File: src/rtl/chunk_cache_lru_lookup_core_macros.svh
// Assertion macros used by the chunk cache lookup RTL.
`ifndef CHUNK_CACHE_LRU_LOOKUP_CORE_MACROS_SVH
`define CHUNK_CACHE_LRU_LOOKUP_CORE_MACROS_SVH

// Check an implication on every rising clock edge outside reset.
`define CCL_ASSERT_IMP(label, clk, rst, ante, cons) \
   label: assert property (@(posedge clk) disable iff (rst) (ante) |-> (cons)) \
      else $error("assertion failed");

// Check that the consequent holds in the cycle after the antecedent, outside reset.
`define CCL_ASSERT_NEXT(label, clk, rst, ante, cons) \
   label: assert property (@(posedge clk) disable iff (rst) (ante) |=> (cons)) \
      else $error("assertion failed");

`endif

File: src/rtl/ccl_pkg.sv
`default_nettype none
package ccl_pkg;
   localparam int CacheSlotsDef   = 1024;
   localparam int ChunkBytesDef   = 2048;
   localparam int MaxRomChunksDef = 32768;
   localparam int StampBitsDef    = 32;
   localparam int SlotW           = 10;
   localparam int EvChunkW        = 15;
   localparam int CountW          = 16;

   typedef enum logic [2:0] {
      BK_IDLE,
      BK_CLEAR,
      BK_MAP_RD,
      BK_SCAN,
      BK_SLOT_RD,
      BK_FIX,
      BK_DONE
   } bk_state_type;

   typedef struct packed {
      logic        in_range;
      logic [31:0] offset;
   } fe_item_type;

   typedef struct packed {
      logic        in_range;
      logic [SlotW-1:0] slot;
      logic [31:0] chunk_start;
      logic        load_needed;
      logic        evicted_valid;
      logic [EvChunkW-1:0] evicted_chunk;
   } rsp_item_type;
endpackage
`default_nettype wire

File: src/rtl/ccl_front.sv
`default_nettype none
module ccl_front
   import ccl_pkg::*;
#(
   parameter int ChunkBytes   = ChunkBytesDef,
   parameter int MaxRomChunks = MaxRomChunksDef
) (
   input  wire logic              clock,
   input  wire logic              reset,
   input  wire logic              push,
   output logic                   full,
   input  wire logic [31:0]       req_rom_offset,
   input  wire logic [CountW-1:0] chunk_count,
   output logic                   q_valid,
   input  wire logic              q_pop,
   output fe_item_type            q_item
);
   localparam int ChunkSh = $clog2(ChunkBytes);

   fe_item_type q_ff [2];
   logic        wr_ptr_ff, rd_ptr_ff;
   logic [1:0]  cnt_ff;
   logic [31:0] chunk;
   logic [32:0] limit;
   logic        acc, deq;

   assign chunk = req_rom_offset >> ChunkSh;
   always_comb begin
      limit = {17'd0, chunk_count};
      if (limit > 33'(MaxRomChunks)) begin
         limit = 33'(MaxRomChunks);
      end
   end

   assign full    = (cnt_ff == 2'd2);
   assign acc     = push && !full;
   assign q_valid = (cnt_ff != 2'd0);
   assign deq     = q_valid && q_pop;
   assign q_item  = q_ff[rd_ptr_ff];

   always_ff @(posedge clock) begin
      if (acc) begin
         q_ff[wr_ptr_ff].in_range <= ({1'b0, chunk} < limit);
         q_ff[wr_ptr_ff].offset   <= req_rom_offset;
      end
      if (reset) begin
         wr_ptr_ff <= 1'b0;
         rd_ptr_ff <= 1'b0;
         cnt_ff    <= 2'd0;
      end else begin
         if (acc) wr_ptr_ff <= !wr_ptr_ff;
         if (deq) rd_ptr_ff <= !rd_ptr_ff;
         cnt_ff <= cnt_ff + 2'(acc) - 2'(deq);
      end
   end
endmodule
`default_nettype wire

File: config.mk
export PLATFORM = sky130hd
export DESIGN_NAME = ccl_front
export DESIGN_NICKNAME = d
export VERILOG_FILES = /design/src/rtl/chunk_cache_lru_lookup_core_macros.svh /design/src/rtl/ccl_pkg.sv /design/src/rtl/ccl_front.sv
export SDC_FILE = /design/constraint.sdc
export NUM_CORES = 1
export LEC_CHECK = 0
export ABC_CLOCK_PERIOD_IN_PS = 6000
export BUFFER_PORTS_ARGS = -buffer_cell sky130_fd_sc_hd__buf_2
export CAP_MARGIN = 20
export CORE_UTILIZATION = 35
export DETAILED_ROUTE_END_ITERATION = 10
export MAX_ROUTING_LAYER = met4
export PLACE_DENSITY_LB_ADDON = 0.2
export REMOVE_ABC_BUFFERS = 1
export SKIP_CTS_REPAIR_TIMING = 1
export SYNTH_ARGS = -nofsm -noshare
export SYNTH_HDL_FRONTEND = slang
export SYNTH_SLANG_ARGS = --single-unit
File: constraint.sdc
create_clock -name clock -period 6 [get_ports clock]
set_clock_uncertainty 0.05 [all_clocks]
set_input_delay 0.3 -clock clock [delete_from_list [all_inputs] [get_ports clock]]
set_output_delay 0.3 -clock clock [all_outputs]
set_load 0.05 [all_outputs]
# == After elaboration in Yosys (flattened, before gate mapping) ==
# Memories as Yosys holds them, arrays and structs flattened. A register that Yosys moved wholly into a read port is not among the register bits.
# Index checks and enable logic that the tools add are counted.
# totals
regBits,4
mem_bits_rw,66
input_bits,52
elab_cells,20
memories,1
# classes
add_sub_neg,2
n_lt_le_gt_ge,2
n_eq_ne,1
muxes,5
reduce_logical,6
# mem_list
memory,depth,word_bits,rd,rd_ports_with_merged_regs,write_ports,line,rtl
q_ff,2,33,1,1,1,ccl_front.sv:20,fe_item_type q_ff [2];
# op_table
operator,count
21-bit by 16-bit < comparator with 1-bit output,1
16-bit > comparator (second input constant),1
16-bit 2-to-1 mux,1
1-bit 2-to-1 mux,4
1-bit zero test,3
2-bit by 1-bit adder with 2-bit output,1
2-bit equality test (second input constant),1
1-bit logical AND,2
2-bit nonzero test,1
2-bit by 1-bit subtractor with 2-bit output,1

# == Longest topological paths before layout ==
# logic_depth
ltp_word,5
mapped_depth,9
ltp_nobuf,8

# == Worst setup path after synthesis ==
# OpenSTA, ideal clock, no wires.
# synth_path
path_kind,reg-to-reg
from,register cnt_ff[0]
to,memory q_ff[0][0] (netlist name) (enable)
arrival_time_ns,1.950
required_ns,5.527
path_slack_ns,3.577
path_stages_with_launch,4
n_path_buf,0
path_cell_list,dfxtp_1 -> nand2b_1 -> nand2_1 -> nor2_1
# synth_between
elab_chain_len,5
# synth_lines
element,line,rtl
from (decl),ccl_front.sv:22,logic [1:0] cnt_ff;
from (signal assigned),ccl_front.sv:53,cnt_ff <= cnt_ff + 2'(acc) - 2'(deq);
2-bit equality test,ccl_front.sv:35,assign full = (cnt_ff == 2'd2);
1-bit zero test,ccl_front.sv:36,assign acc = push && !full;
1-bit logical AND,ccl_front.sv:36,
1-bit 2-to-1 mux,ccl_front.sv:42,if (acc) begin
1-bit 2-to-1 mux (implied by the code),ccl_front.sv:44,q_ff[wr_ptr_ff].offset <= req_rom_offset;
to (decl),ccl_front.sv:20,
# Every way passes these cells.

==> results.toml <==
[logic_synthesis]
netlist_area_um2 = 3040
synth_top_area_frac = 0.652
syn_avg_cell_area_um2 = 15.9
yosys-top-cells-area = "edfxtp_1 65%, mux2_2 12%, ha_1 7.0%"
synth-seq-cells = 71
yosysWarningCount = 0
ys_seq_area_frac = 0.685
synth_cell_types = 27
synth_area_leader_cell = "edfxtp_1"
syn_inst = 191

[final_layout]
final_area_um2 = 3810
nFillCells = 772
syn_to_final_growth_pct = 25.3
nNetsFinal = 352
antenna_cells = 0
final_layout_size_suffix_gt1_frac = 0.493

[global_routing]
antenna_found_initial = 0
grt_pass1_vias = 1857
overflow = 0
grt_max_degree = 34
track_usage = 0.135
grt_pass1_wl_mm = 8.70

[critical_path]
crit_type = "reg -> out"
critPathArrivalTime_ps = 1860
cp_data_required_time_ps = 5650
r2r_cells = 3
worstPathMaxFanout = 33
cp-start-kind = "flip-flop"
setup.worst_path.end_class = "output pin"

[clock_network]
clkSinkCount = 71
cts_buffers = 9
clock_latency_ps = 340
clk_pin_slew_ps = 80
cts_max_level = 3
cts_tree = "yes"
clk_path_buf_depth = 2
cts-root-buf = "clkbuf_8"

[floorplanning]
die_h_um = 95.2
fp.dieW_um = 95.2
coreArea_um2 = 8300
dieArea_um2 = 9060
core.rowCount = 33
ios = 87
start_util = 0.366

[hold_path]
hold_depth = 1
hold_class = "in -> reg"

[power]
leakage_nw = 1.51
vdd_drop_max_uv = 194
pwr_density_cell_nw_per_um2 = 436
p_total_mw = 1.66

[place]
placed_area_um2 = 3590
gp_congestion = 0.711
place.port_buffers = 86
hpwl_mm = 3.86

[route]
wire_per_inst_um = 14.5
vias_per_cell = 4.74
via_count = 1864
ant_nets = 0
wl_mm = 5.69
drt_iter0_drc = 68
first_pass_iters = 4
drc = 0

[timing]
rsz0062_at_grt = "false"
slew_viol_final = 0
period_share = 0.369
fin_crit_ps = 2210
setup_viol = 0
slew_headroom = 0.315
fmax_mhz = 452
worst_slew_pin_slew_ps = 1020
hold_viol = 0
hold_slack_ps = 99.1
finalSetupTns_ps = 0

[outcome]
status = "finished clean"

[flow_run]
drv_cap = 0
==> sequential cells by signal, summed over array words and instances (netlist names), named ones only <==
signal,cells
q_ff,66
cnt_ff,2
wr_ptr_ff,1
rd_ptr_ff,1
==> critical path: stages, from the launching register on <==
cell and delay, ps:
dfxtp_2 880, mux2_2 420, buf_2 210
==> area by class of cell <==
type | count | area (µm²) | area share
clock buffers | 9 | 124 | 0.0325
inverters | 3 | 11.3 | 0.00296
well taps | 105 | 131 | 0.0345
multi-input cells | 112 | 933 | 0.245
repair buffers | 86 | 430 | 0.113
clock inverters | 7 | 95.1 | 0.0250
flip-flops and latches | 71 | 2080 | 0.547
==> metal layers <==
metal	track usage	vias up	routed length, µm
met5	-	-	0
met4	0.0682	0	90
met3	0.0367	11	424
met2	0.213	72	2660
met1	0.159	874	2510
li1	-	907	-
==> path summary, 6_finish.rpt <==
path,startpoint,slack (ps),end
min,req_rom_offset[4],100,q_ff[0][4]
min reg2reg,rd_ptr_ff,480,flip-flop
max reg2reg,cnt_ff[0],4130,q_ff[0][32]
max,flip-flop,3790,q_item[22]
==> logic make-up after synthesis <==
group / Yosys count / synth area share
AO/OA/AOI/OAI: 14 / 0.0280
adder cells (fa/ha/maj): 17 / 0.0700
XOR/XNOR: 4 / 0.0115
buffers and inverters: 8 / 0.0111
multiplexers: 33 / 0.122
flip-flops: 71 / 0.685
AND/OR/NAND/NOR: 44 / 0.0724
==> metrics by stage <==
step | instances | utilization | setup slack (ps)
4_1_cts | 393 | 0.459 | 3720
5_1_grt | 393 | 0.459 | 3640
2_1_floorplan | 186 | - | 3580
6_report | 393 | 0.459 | 3790
3_3_place_gp | 377 | 0.433 | 3780
3_5_place_dp | 377 | 0.433 | 3670
==> Yosys cell counts <==
master     count
nor4_2         3
nand4_1        2
nor2_1         7
edfxtp_1      66
nand2b_1       2
and3_1         1
a21o_1         2
a21oi_1        6
a2111oi_0      1
nor2b_1        2
o21ai_0        3
mux2_2        33
a31oi_1        1
buf_1          1
or2_2          1
nor3_1         4
nand2_1       20
nand3_1        1
clkbuf_1       1
inv_1          3
and2_1         1
a221o_1        1
buf_2          3
dfxtp_1        5
ha_1          17
xnor2_1        2
xor2_1         2
==> power by group <==
part,internal (mW),switching (mW),total [mW]
registers,0.630,0.0477,0.678
logic,0.169,0.399,0.568
clock network,0.235,0.181,0.416
total,1.03,0.628,1.66
==> layout by cell type, fill, tap and decap left out, drive strengths merged, types with 2 or more instances in the layout <==
cell	count
xor2	2
a21o	2
bufinv	2
buf	86
mux2	33
nand4	2
edfxtp	66
dfxtp	5
o21ai	3
nor2b	2
nor4	3
nor2	7
inv	4
nor3	4
nand2b	2
clkinv	3
clkbuf	9
a21oi	6
ha	17
xnor2	2
nand2	20
(Power assumes the default switching activity.)
